### src/hdl/rc_capture_hex_mixer_esc_pwm_core_defines.svh
// ----------------------------------------------------------------------------
// RC capture hex mixer ESC PWM core - assertion macros
// Shared concurrent assertion forms used by the core top level.
// ----------------------------------------------------------------------------
`ifndef RC_CAPTURE_HEX_MIXER_ESC_PWM_CORE_DEFINES_SVH
`define RC_CAPTURE_HEX_MIXER_ESC_PWM_CORE_DEFINES_SVH

// Same-cycle implication, disabled during reset
`define RCHM_ASSERT_IMP(label, clk, rst_n, ante, cons) \
	label: assert property (@(posedge clk) disable iff (!rst_n) (ante) |-> (cons)) \
		else $error("rchm: assertion failed");

// Next-cycle implication, disabled during reset
`define RCHM_ASSERT_NXT(label, clk, rst_n, ante, cons) \
	label: assert property (@(posedge clk) disable iff (!rst_n) (ante) |=> (cons)) \
		else $error("rchm: assertion failed");

`endif

### src/hdl/rchm_pkg.sv
// ----------------------------------------------------------------------------
// RC capture hex mixer package
// Widths, reset values, register codes and shared types of the core.
// ----------------------------------------------------------------------------
package rchm_pkg;

	// Default pulse counter width
	localparam int CNT_BITS_DEF = 16;

	// Field widths
	localparam int CH_W    = 12;
	localparam int MOT_W   = 12;
	localparam int MAX_W   = 11;
	localparam int FC_W    = 16;
	localparam int OFS_W   = CH_W + 1;
	localparam int SUM_W   = 16;
	localparam int N_CH    = 4;
	localparam int N_MOT   = 6;
	localparam int ADDR_W  = 5;
	localparam int DATA_W  = 32;

	// Queue between front and back
	localparam int Q_DEPTH = 2;
	localparam int QPTR_W  = (Q_DEPTH > 1) ? $clog2(Q_DEPTH) : 1;
	localparam int QCNT_W  = $clog2(Q_DEPTH + 1);

	// Register reset values
	localparam logic [FC_W-1:0]  FRAME_PERIOD_RST = FC_W'(4000);
	localparam logic [CH_W-1:0]  STICK_CENTER_RST = CH_W'(1500);
	localparam logic [CH_W-1:0]  ARM_THRESH_RST   = CH_W'(1050);
	localparam logic [MOT_W-1:0] STOP_PULSE_RST   = MOT_W'(1000);
	localparam logic [CH_W-1:0]  MIN_PULSE_RST    = CH_W'(1100);
	localparam logic [MAX_W-1:0] MAX_PULSE_RST    = MAX_W'(2000);
	localparam logic [CH_W-1:0]  INPUT_MIN_RST    = CH_W'(1000);
	localparam logic [CH_W-1:0]  INPUT_MAX_RST    = CH_W'(2000);

	// Register index codes
	typedef enum logic [2:0] {
		REG_FRAME_PERIOD = 3'd0,
		REG_STICK_CENTER = 3'd1,
		REG_ARM_THRESH   = 3'd2,
		REG_STOP_PULSE   = 3'd3,
		REG_MIN_PULSE    = 3'd4,
		REG_MAX_PULSE    = 3'd5,
		REG_INPUT_MIN    = 3'd6,
		REG_INPUT_MAX    = 3'd7
	} reg_idx_t;

	// Configuration register set
	typedef struct packed {
		logic [FC_W-1:0]  frame_period;
		logic [CH_W-1:0]  stick_center;
		logic [CH_W-1:0]  arm_threshold;
		logic [MOT_W-1:0] stop_pulse;
		logic [CH_W-1:0]  min_pulse;
		logic [MAX_W-1:0] max_pulse;
		logic [CH_W-1:0]  input_min;
		logic [CH_W-1:0]  input_max;
	} rchm_cfg_t;

	// One classified tick from front to back
	typedef struct packed {
		logic [N_CH-1:0][CH_W-1:0] chan;
		logic [FC_W-1:0]           fc;
		logic                      start;
	} rchm_entry_t;

	// Queue status seen by the top level
	typedef struct packed {
		logic              push;
		logic              pop;
		logic [QCNT_W-1:0] count;
	} rchm_qstat_t;

endpackage

### src/hdl/rc_capture_hex_mixer_esc_pwm_core.sv
// Path: an accepted tick goes into the tick queue, then into stage 1, then into the output register.
// Throughput: one tick per clock; the front stalls only when the two-entry
// tick queue is full, which happens only while the result side is stalled.
// Reset: arst_n clears all control state at once, loads register defaults,
// zeroes pulse capture and frame count, and sets all motor widths to the stop
// width; there is no clearing pass, so a tick is taken right after reset.
// ----------------------------------------------------------------------------
// RC capture hex mixer ESC PWM core
// Receiver pulse capture, hexacopter motor mixing and ESC pulse generation.
// ----------------------------------------------------------------------------
`include "rc_capture_hex_mixer_esc_pwm_core_defines.svh"

module rc_capture_hex_mixer_esc_pwm_core import rchm_pkg::*; #(
	parameter int COUNTER_BITS = CNT_BITS_DEF
) (
	input  logic              clk,
	input  logic              arst_n,
	input  logic              psel,
	input  logic              penable,
	input  logic              pwrite,
	input  logic [ADDR_W-1:0] paddr,
	input  logic [DATA_W-1:0] pwdata,
	output logic [DATA_W-1:0] prdata,
	output logic              pready,
	input  logic              tick_valid,
	output logic              tick_ready,
	input  logic [N_CH-1:0]   receiver_pins,
	output logic              result_valid,
	input  logic              result_ready,
	output logic [N_MOT-1:0]  motor_pins,
	output logic              frame_start
);

	rchm_cfg_t   cfg;
	rchm_entry_t wr_entry;
	rchm_entry_t rd_entry;
	rchm_qstat_t qstat;
	logic        q_push;
	logic        q_pop;
	logic        q_full;
	logic        q_empty;

	rchm_regs u_regs (
		.clk     (clk),
		.arst_n  (arst_n),
		.psel    (psel),
		.penable (penable),
		.pwrite  (pwrite),
		.paddr   (paddr),
		.pwdata  (pwdata),
		.prdata  (prdata),
		.pready  (pready),
		.cfg     (cfg)
	);

	rchm_front #(
		.COUNTER_BITS (COUNTER_BITS)
	) u_front (
		.clk           (clk),
		.arst_n        (arst_n),
		.tick_valid    (tick_valid),
		.tick_ready    (tick_ready),
		.receiver_pins (receiver_pins),
		.cfg           (cfg),
		.q_full        (q_full),
		.q_push        (q_push),
		.q_entry       (wr_entry)
	);

	rchm_fifo u_fifo (
		.clk      (clk),
		.arst_n   (arst_n),
		.push     (q_push),
		.wr_entry (wr_entry),
		.pop      (q_pop),
		.rd_entry (rd_entry),
		.full     (q_full),
		.empty    (q_empty),
		.stat     (qstat)
	);

	rchm_back u_back (
		.clk          (clk),
		.arst_n       (arst_n),
		.cfg          (cfg),
		.q_empty      (q_empty),
		.q_entry      (rd_entry),
		.q_pop        (q_pop),
		.result_valid (result_valid),
		.result_ready (result_ready),
		.motor_pins   (motor_pins),
		.frame_start  (frame_start)
	);

	// Queue bookkeeping checks
	`RCHM_ASSERT_IMP(a_q_bound, clk, arst_n, 1'b1, qstat.count <= QCNT_W'(Q_DEPTH))
	`RCHM_ASSERT_IMP(a_q_pop_nonempty, clk, arst_n, qstat.pop, qstat.count != '0)
	`RCHM_ASSERT_NXT(a_q_grow, clk, arst_n, qstat.push && !qstat.pop, qstat.count == $past(qstat.count) + QCNT_W'(1))
	`RCHM_ASSERT_NXT(a_q_shrink, clk, arst_n, qstat.pop && !qstat.push, qstat.count == $past(qstat.count) - QCNT_W'(1))

endmodule

### src/hdl/rchm_regs.sv
// ----------------------------------------------------------------------------
// RC capture hex mixer configuration registers
// APB-style register file with fixed reset values and read back.
// ----------------------------------------------------------------------------
module rchm_regs import rchm_pkg::*; (
	input  logic              clk,
	input  logic              arst_n,
	input  logic              psel,
	input  logic              penable,
	input  logic              pwrite,
	input  logic [ADDR_W-1:0] paddr,
	input  logic [DATA_W-1:0] pwdata,
	output logic [DATA_W-1:0] prdata,
	output logic              pready,
	output rchm_cfg_t         cfg
);

	rchm_cfg_t cfg_q;
	reg_idx_t  idx;
	logic      wr_en;

	assign pready = 1'b1;
	assign idx    = reg_idx_t'(paddr[ADDR_W-1:2]);
	assign wr_en  = psel & penable & pwrite & pready;
	assign cfg    = cfg_q;

	// Write one register per completed request
	always_ff @(posedge clk or negedge arst_n) begin
		if (!arst_n) begin
			cfg_q.frame_period  <= FRAME_PERIOD_RST;
			cfg_q.stick_center  <= STICK_CENTER_RST;
			cfg_q.arm_threshold <= ARM_THRESH_RST;
			cfg_q.stop_pulse    <= STOP_PULSE_RST;
			cfg_q.min_pulse     <= MIN_PULSE_RST;
			cfg_q.max_pulse     <= MAX_PULSE_RST;
			cfg_q.input_min     <= INPUT_MIN_RST;
			cfg_q.input_max     <= INPUT_MAX_RST;
		end else if (wr_en) begin
			unique case (idx)
				REG_FRAME_PERIOD: cfg_q.frame_period  <= pwdata[FC_W-1:0];
				REG_STICK_CENTER: cfg_q.stick_center  <= pwdata[CH_W-1:0];
				REG_ARM_THRESH:   cfg_q.arm_threshold <= pwdata[CH_W-1:0];
				REG_STOP_PULSE:   cfg_q.stop_pulse    <= pwdata[MOT_W-1:0];
				REG_MIN_PULSE:    cfg_q.min_pulse     <= pwdata[CH_W-1:0];
				REG_MAX_PULSE:    cfg_q.max_pulse     <= pwdata[MAX_W-1:0];
				REG_INPUT_MIN:    cfg_q.input_min     <= pwdata[CH_W-1:0];
				REG_INPUT_MAX:    cfg_q.input_max     <= pwdata[CH_W-1:0];
				default: ;
			endcase
		end
	end

	// Read back the addressed register
	always_comb begin
		prdata = '0;
		unique case (idx)
			REG_FRAME_PERIOD: prdata = DATA_W'(cfg_q.frame_period);
			REG_STICK_CENTER: prdata = DATA_W'(cfg_q.stick_center);
			REG_ARM_THRESH:   prdata = DATA_W'(cfg_q.arm_threshold);
			REG_STOP_PULSE:   prdata = DATA_W'(cfg_q.stop_pulse);
			REG_MIN_PULSE:    prdata = DATA_W'(cfg_q.min_pulse);
			REG_MAX_PULSE:    prdata = DATA_W'(cfg_q.max_pulse);
			REG_INPUT_MIN:    prdata = DATA_W'(cfg_q.input_min);
			REG_INPUT_MAX:    prdata = DATA_W'(cfg_q.input_max);
			default:          prdata = '0;
		endcase
	end

endmodule

### src/hdl/rchm_front.sv
// ----------------------------------------------------------------------------
// RC capture hex mixer front end
// Accepts pin ticks, times receiver pulses, clamps widths and tags frames.
// ----------------------------------------------------------------------------
module rchm_front import rchm_pkg::*; #(
	parameter int COUNTER_BITS = CNT_BITS_DEF
) (
	input  logic            clk,
	input  logic            arst_n,
	input  logic            tick_valid,
	output logic            tick_ready,
	input  logic [N_CH-1:0] receiver_pins,
	input  rchm_cfg_t       cfg,
	input  logic            q_full,
	output logic            q_push,
	output rchm_entry_t     q_entry
);

	logic [N_CH-1:0]                   seen_q;
	logic [N_CH-1:0][COUNTER_BITS-1:0] cnt_q;
	logic [N_CH-1:0][COUNTER_BITS-1:0] width_q;
	logic [FC_W-1:0]                   fc_q;

	logic [N_CH-1:0]                   seen_d;
	logic [N_CH-1:0][COUNTER_BITS-1:0] cnt_d;
	logic [N_CH-1:0][COUNTER_BITS-1:0] width_d;
	logic [N_CH-1:0][CH_W-1:0]         clamped;
	logic [FC_W:0]                     fc_inc;
	logic [FC_W-1:0]                   fc_d;
	logic                              accept;

	assign tick_ready = !q_full;
	assign accept     = tick_valid & tick_ready;
	assign q_push     = accept;

	// Time each channel pulse, saturate, then clamp the latest width
	always_comb begin
		for (int i = 0; i < N_CH; i++) begin
			seen_d[i]  = seen_q[i];
			cnt_d[i]   = cnt_q[i];
			width_d[i] = width_q[i];
			if (seen_q[i]) begin
				if (cnt_q[i] != {COUNTER_BITS{1'b1}}) begin
					cnt_d[i] = cnt_q[i] + COUNTER_BITS'(1);
				end
				if (!receiver_pins[i]) begin
					width_d[i] = cnt_d[i];
					seen_d[i]  = 1'b0;
				end
			end else if (receiver_pins[i]) begin
				seen_d[i] = 1'b1;
				cnt_d[i]  = '0;
			end
			if (width_d[i] < COUNTER_BITS'(cfg.input_min)) begin
				clamped[i] = cfg.input_min;
			end else if (width_d[i] > COUNTER_BITS'(cfg.input_max)) begin
				clamped[i] = cfg.input_max;
			end else begin
				clamped[i] = width_d[i][CH_W-1:0];
			end
		end
	end

	// Advance the frame counter, wrap at the frame period
	always_comb begin
		fc_inc = {1'b0, fc_q} + (FC_W+1)'(1);
		if (fc_inc >= {1'b0, cfg.frame_period}) begin
			fc_d = '0;
		end else begin
			fc_d = fc_inc[FC_W-1:0];
		end
	end

	assign q_entry.chan  = clamped;
	assign q_entry.fc    = fc_q;
	assign q_entry.start = (fc_q == '0);

	// Commit capture and frame state on each accepted tick
	always_ff @(posedge clk or negedge arst_n) begin
		if (!arst_n) begin
			seen_q  <= '0;
			cnt_q   <= '0;
			width_q <= '0;
			fc_q    <= '0;
		end else if (accept) begin
			seen_q  <= seen_d;
			cnt_q   <= cnt_d;
			width_q <= width_d;
			fc_q    <= fc_d;
		end
	end

endmodule

### src/hdl/rchm_fifo.sv
// ----------------------------------------------------------------------------
// RC capture hex mixer tick queue
// Short queue of classified ticks between the front and the back end.
// ----------------------------------------------------------------------------
module rchm_fifo import rchm_pkg::*; (
	input  logic        clk,
	input  logic        arst_n,
	input  logic        push,
	input  rchm_entry_t wr_entry,
	input  logic        pop,
	output rchm_entry_t rd_entry,
	output logic        full,
	output logic        empty,
	output rchm_qstat_t stat
);

	rchm_entry_t       mem_q [Q_DEPTH];
	logic [QPTR_W-1:0] wr_ptr_q;
	logic [QPTR_W-1:0] rd_ptr_q;
	logic [QCNT_W-1:0] count_q;

	assign full       = (count_q == QCNT_W'(Q_DEPTH));
	assign empty      = (count_q == '0);
	assign rd_entry   = mem_q[rd_ptr_q];
	assign stat.push  = push;
	assign stat.pop   = pop;
	assign stat.count = count_q;

	// Store the incoming request
	always_ff @(posedge clk) begin
		if (push) begin
			mem_q[wr_ptr_q] <= wr_entry;
		end
	end

	// Advance pointers and fill count
	always_ff @(posedge clk or negedge arst_n) begin
		if (!arst_n) begin
			wr_ptr_q <= '0;
			rd_ptr_q <= '0;
			count_q  <= '0;
		end else begin
			if (push) begin
				wr_ptr_q <= (wr_ptr_q == QPTR_W'(Q_DEPTH - 1)) ? '0 : wr_ptr_q + QPTR_W'(1);
			end
			if (pop) begin
				rd_ptr_q <= (rd_ptr_q == QPTR_W'(Q_DEPTH - 1)) ? '0 : rd_ptr_q + QPTR_W'(1);
			end
			if (push && !pop) begin
				count_q <= count_q + QCNT_W'(1);
			end else if (pop && !push) begin
				count_q <= count_q - QCNT_W'(1);
			end
		end
	end

endmodule

### src/hdl/rchm_back.sv
// ----------------------------------------------------------------------------
// RC capture hex mixer back end
// Mixes stick offsets into six motor widths at frame start, drives the ESC
// pins and holds each result in an output register.
// ----------------------------------------------------------------------------
module rchm_back import rchm_pkg::*; (
	input  logic             clk,
	input  logic             arst_n,
	input  rchm_cfg_t        cfg,
	input  logic             q_empty,
	input  rchm_entry_t      q_entry,
	output logic             q_pop,
	output logic             result_valid,
	input  logic             result_ready,
	output logic [N_MOT-1:0] motor_pins,
	output logic             frame_start
);

	logic                    v_s1;
	logic signed [OFS_W-1:0] r_s1;
	logic signed [OFS_W-1:0] p_s1;
	logic signed [OFS_W-1:0] y_s1;
	logic [CH_W-1:0]         t_s1;
	logic [FC_W-1:0]         fc_s1;
	logic                    start_s1;

	logic [N_MOT-1:0][MOT_W-1:0] motor_width_q;
	logic                        out_v_q;
	logic [N_MOT-1:0]            pins_q;
	logic                        start_q;

	logic                           move_out;
	logic                           load_s1;
	logic signed [SUM_W-1:0]        re, pe, ye, te, min_s, max_s;
	logic signed [N_MOT-1:0][SUM_W-1:0] mix;
	logic signed [SUM_W-1:0]        lim;
	logic [N_MOT-1:0][MOT_W-1:0]    width_new;
	logic [N_MOT-1:0]               pins_new;
	logic                           disarm;

	assign move_out = v_s1 && (!out_v_q || result_ready);
	assign load_s1  = !q_empty && (!v_s1 || move_out);
	assign q_pop    = load_s1;

	// Stage 1: take stick offsets from center
	always_ff @(posedge clk or negedge arst_n) begin
		if (!arst_n) begin
			v_s1 <= 1'b0;
		end else if (load_s1) begin
			v_s1 <= 1'b1;
		end else if (move_out) begin
			v_s1 <= 1'b0;
		end
	end

	always_ff @(posedge clk) begin
		if (load_s1) begin
			r_s1     <= $signed({1'b0, q_entry.chan[0]}) - $signed({1'b0, cfg.stick_center});
			p_s1     <= $signed({1'b0, q_entry.chan[1]}) - $signed({1'b0, cfg.stick_center});
			t_s1     <= q_entry.chan[2];
			y_s1     <= $signed({1'b0, q_entry.chan[3]}) - $signed({1'b0, cfg.stick_center});
			fc_s1    <= q_entry.fc;
			start_s1 <= q_entry.start;
		end
	end

	// Mix, clamp to the armed range, compare against the frame count
	always_comb begin
		re     = SUM_W'(r_s1);
		pe     = SUM_W'(p_s1);
		ye     = SUM_W'(y_s1);
		te     = $signed(SUM_W'(t_s1));
		min_s  = $signed(SUM_W'(cfg.min_pulse));
		max_s  = $signed(SUM_W'(cfg.max_pulse));
		disarm = (t_s1 < cfg.arm_threshold);
		mix[0] = te + ye + pe + re;
		mix[1] = te - ye + pe + re;
		mix[2] = te + ye + re;
		mix[3] = te - ye - pe - re;
		mix[4] = te + ye - pe - re;
		mix[5] = te - ye - re;
		for (int i = 0; i < N_MOT; i++) begin
			lim = mix[i];
			if (lim < min_s) begin
				lim = min_s;
			end
			if (lim > max_s) begin
				lim = max_s;
			end
			if (!start_s1) begin
				width_new[i] = motor_width_q[i];
			end else if (disarm) begin
				width_new[i] = cfg.stop_pulse;
			end else begin
				width_new[i] = lim[MOT_W-1:0];
			end
			pins_new[i] = (fc_s1 < FC_W'(width_new[i]));
		end
	end

	// Hold motor widths across the frame
	always_ff @(posedge clk or negedge arst_n) begin
		if (!arst_n) begin
			motor_width_q <= {N_MOT{STOP_PULSE_RST}};
		end else if (move_out && start_s1) begin
			motor_width_q <= width_new;
		end
	end

	// Output register: hold the result until taken
	always_ff @(posedge clk or negedge arst_n) begin
		if (!arst_n) begin
			out_v_q <= 1'b0;
		end else if (move_out) begin
			out_v_q <= 1'b1;
		end else if (result_ready) begin
			out_v_q <= 1'b0;
		end
	end

	always_ff @(posedge clk) begin
		if (move_out) begin
			pins_q  <= pins_new;
			start_q <= start_s1;
		end
	end

	assign result_valid = out_v_q;
	assign motor_pins   = pins_q;
	assign frame_start  = start_q;

endmodule
### config.mk
export PLATFORM = sky130hd
export DESIGN_NAME = rc_capture_hex_mixer_esc_pwm_core
export DESIGN_NICKNAME = d
export VERILOG_FILES = /design/src/hdl/rchm_pkg.sv /design/src/hdl/rc_capture_hex_mixer_esc_pwm_core.sv /design/src/hdl/rchm_regs.sv /design/src/hdl/rchm_front.sv /design/src/hdl/rchm_fifo.sv /design/src/hdl/rchm_back.sv
export VERILOG_INCLUDE_DIRS = /design/src /design/src/hdl
export SDC_FILE = /design/constraint.sdc
export NUM_CORES = 2
export LEC_CHECK = 0
export BUFFER_PORTS_ARGS = -buffer_cell sky130_fd_sc_hd__buf_2
export CORE_UTILIZATION = 37
export DETAILED_ROUTE_END_ITERATION = 16
export REMOVE_ABC_BUFFERS = 1
export SYNTH_ARGS = -nofsm -noshare
export SYNTH_HDL_FRONTEND = slang
export SYNTH_SLANG_ARGS = --single-unit
export TNS_END_PERCENT = 5
### constraint.sdc
create_clock -name clk -period 8.7 [get_ports clk]
set_input_delay 0.435 -clock clk [delete_from_list [all_inputs] [get_ports clk]]
set_output_delay 0.435 -clock clk [all_outputs]
set_load 0.02 [all_outputs]
==> flow_summary.ini <==
[yosys]
synth-simple-area-share_pct = 14.61
netlist_top_cells_area = ha_1 (16%), edfxtp_1 (14%), dfrtp_1 (14%), dfstp_2 (5.0%), nand2_1 (4.9%)
synth_edf_count = 205
ys_seq_area_share_pct = 33.50
syn_inst = 4677
synth_compound_gate_area_share_pct = 19.69
synth_area_um2 = 42960
synthArstFlopShare_pct = 61.32
yosysWarnings = 0
synth_mux_area_share_pct = 7.555
synth_xor_area_share_pct = 3.649
yosys.area.top_type = ha_1
synth_top_family_by_area = compound AO/OA/AOI/OAI gates
synthDistinctLibCells = 118
synthFlopType = dfrtp_1
synth_fa_ha_area_share_pct = 16.51
ys_ff_latch = 530
synth_top_area_share_pct = 15.81
synth_area_per_cell_um2 = 9.186

[cells_and_area]
drive_above_1_share_pct = 28.91
final_util_pct = 47.83
multi_input_area_um2 = 28710
final.fill_count = 10520
fin_nets = 6053
final_cell_area_um2 = 54840
regArea_um2 = 14390
antenna_cells = 0
syn_to_final_growth_pct = 27.66
final_cell_mix = buf_4 (808), nand2_1 (555), ha_1 (506)
final_common_cell = buf_4

[detailed_routing]
wire_per_inst_um = 21.03
viasPerCell = 5.560
firstDrtPassIters = 6
vias = 38970
drt_iter0_drc = 3408
ant_nets = 0
routed_wl_um = 147400
drc_errors = 0

[global_route]
grt_max_degree = 134
grtUsageTotal_pct = 24.57
overflow = 0
grt_first_pass_wirelength_um = 223600
antenna_found_initial = 1
grt_pass1_vias = 38060

[worst_setup_path]
path_class = reg -> reg
cp_max_fo = 4
cp_common_cell = buf_4
required_ns = 9.14
cp-end-kind = flip-flop
cpMaxStageDelayCell = or4b_4
critPathLaunchType = flip-flop
cpPeakStageDelay_ns = 0.56
worstPathArrival_ns = 9.95

[die]
die_h_um = 342.8
io_pins = 90
core_um2 = 114700
die_area_um2 = 117500
initial_core_util_pct = 37.47
die_w_um = 342.8
rows = 124

[timing]
rsz0062_at_grt = yes
slew_violations = 0
relSlewSlack_pct = 14.65
fmax_ghz = 0.1052
post-route-period-util_pct = 109.3
finalHoldViolCount = 0
worst_pin_slew_ns = 1.276
skew_ns = 0.04557
worst_slack_ns = -0.8070
timing.setup.tns_ns = -4.340
min_period_ns = 9.507
setup_viol = 6

[clock_tree]
clk_pin_slew_ns = 0.06
clk-insertion-delay-late_ns = 0.69
h-tree-depth = 2
cts.sinks = 530
cts_buffers = 59
cts_tree = done
cts-root-buf = clkbuf_16
ctsLongestPathBuffers = 3

[outcome]
violations = negative setup slack
status = finished, violations left

[hold_path]
hp-class = in -> reg

[run]
drv_cap = 0

[place]
dpl-instance-area_um2 = 50010
hpwl_um = 113000
gp_congestion = 0.9650
portBuffers = 54
cells in the mapped netlist, types with 105 or more instances:
library cell  instances
nand2_1             558
ha_1                543
o21ai_0             409
nor2_1              302
a21oi_1             273
inv_1               264
dfrtp_1             244
edfxtp_1            205
clkbuf_1            151
mux2i_1             149
mux2_2              136
xnor2_1             110
a21o_1              105
registers in the layout, summed over array words and instances (netlist names):
register / count
u_back.motor_pins: 6
u_back.start_s1: 1
u_front.cnt_q: 64
u_back.v_s1: 1
u_back.r_s1: 13
u_fifo.wr_ptr_q: 1
u_back.p_s1: 13
u_back.result_valid: 1
u_front.seen_q: 4
u_back.y_s1: 13
u_fifo.mem_q: 130
u_front.width_q: 64
u_back.motor_width_q: 72
u_regs.cfg: 99
u_back.frame_start: 1
u_back.t_s1: 12
u_back.fc_s1: 16
u_fifo.count_q: 2
u_fifo.rd_ptr_q: 1
u_front.fc_q: 16
per-layer routing:
| layer | up-vias | share of wire, % | GRT usage, % |
|---|---|---|---|
| met4 | 0 | 3.7 | 8.389 |
| li1 | 18610 | - | - |
| met1 | 18770 | 44 | 33.16 |
| met3 | 290 | 6.6 | 3.119 |
| met2 | 1296 | 46 | 40.39 |
| met5 | - | 0 | 0 |
cell type report:
type	count	area share [%]
well taps	1512	3.450
clock buffers	72	2.932
repair buffers	895	12.27
inverters	266	1.821
multi-input cells	3695	52.34
clock inverters	39	0.9422
flip-flops and latches	530	26.24
worst paths after layout:
kind | cells after the start | start | end | slack [ns]
worst max register to register | 49 | u_back.y_s1[1]$_DFFE_PP_ | u_back.motor_pins[0]$_DFFE_PP_ | -0.81
worst min-delay path | 3 | result_ready | u_back.result_valid$_DFFE_PN0P_ | 0.04
worst min register to register | 1 | u_fifo.rd_ptr_q$_DFFE_PN0P_ | u_fifo.rd_ptr_q$_DFFE_PN0P_ | 0.46
worst max-delay path | 49 | u_back.y_s1[1]$_DFFE_PP_ | u_back.motor_pins[0]$_DFFE_PP_ | -0.81
max in group asynchronous | 3 | arst_n | u_back.motor_width_q[59]$_DFFE_PN0P_ | 6.57
min in group asynchronous | 2 | arst_n | u_front.width_q[28]$_DFFE_PN0P_ | 0.45
metrics by stage:
stage / cells / hold WS [ns] / setup slack, ns
global placement: 6807 / 0.4516 / -1.792
CTS: 6984 / 0.01847 / -0.7273
detailed placement: 6807 / 0.4540 / -1.895
global route: 7009 / 0.04017 / -1.231
finish: 7009 / 0.03829 / -0.8070
floorplan: 4490 / 0.1394 / -0.6758
logic make-up after synthesis:
| family | Yosys count |
|---|---|
| DFF | 530 |
| buffers and inverters | 468 |
| adders and majority gates | 558 |
| xor gates and xnor gates | 179 |
| AOI/OAI and AO/OA | 1305 |
| other | 2 |
| muxes | 298 |
| and+or+nand+nor | 1337 |
worst max-delay path, delay by kind of cell, from the launching register on:
family / cells / cell delay (ns)
muxes: 1 / 0.26
AOI/OAI and AO/OA: 23 / 3.98
and+or+nand+nor: 9 / 1.47
xor gates and xnor gates: 2 / 0.28
adders and majority gates: 6 / 1.72
DFF: 1 / 0.41
buffers and inverters: 8 / 1.17
repair_timing:
item / 4_1_cts / 5_1_grt
resized for setup: 279 / 131
hold endpoints to repair: 100 / 0
buffers inserted: 60 / 26
pin swaps: 155 / 124
gates cloned: 2 / 0
hold buffers: 9 / 0
endpoints found under the setup margin: 46 / 39
Power is left out: the tool's default activity adds up to more than one toggle a clock period on the data nets, which glitch-free logic cannot reach.
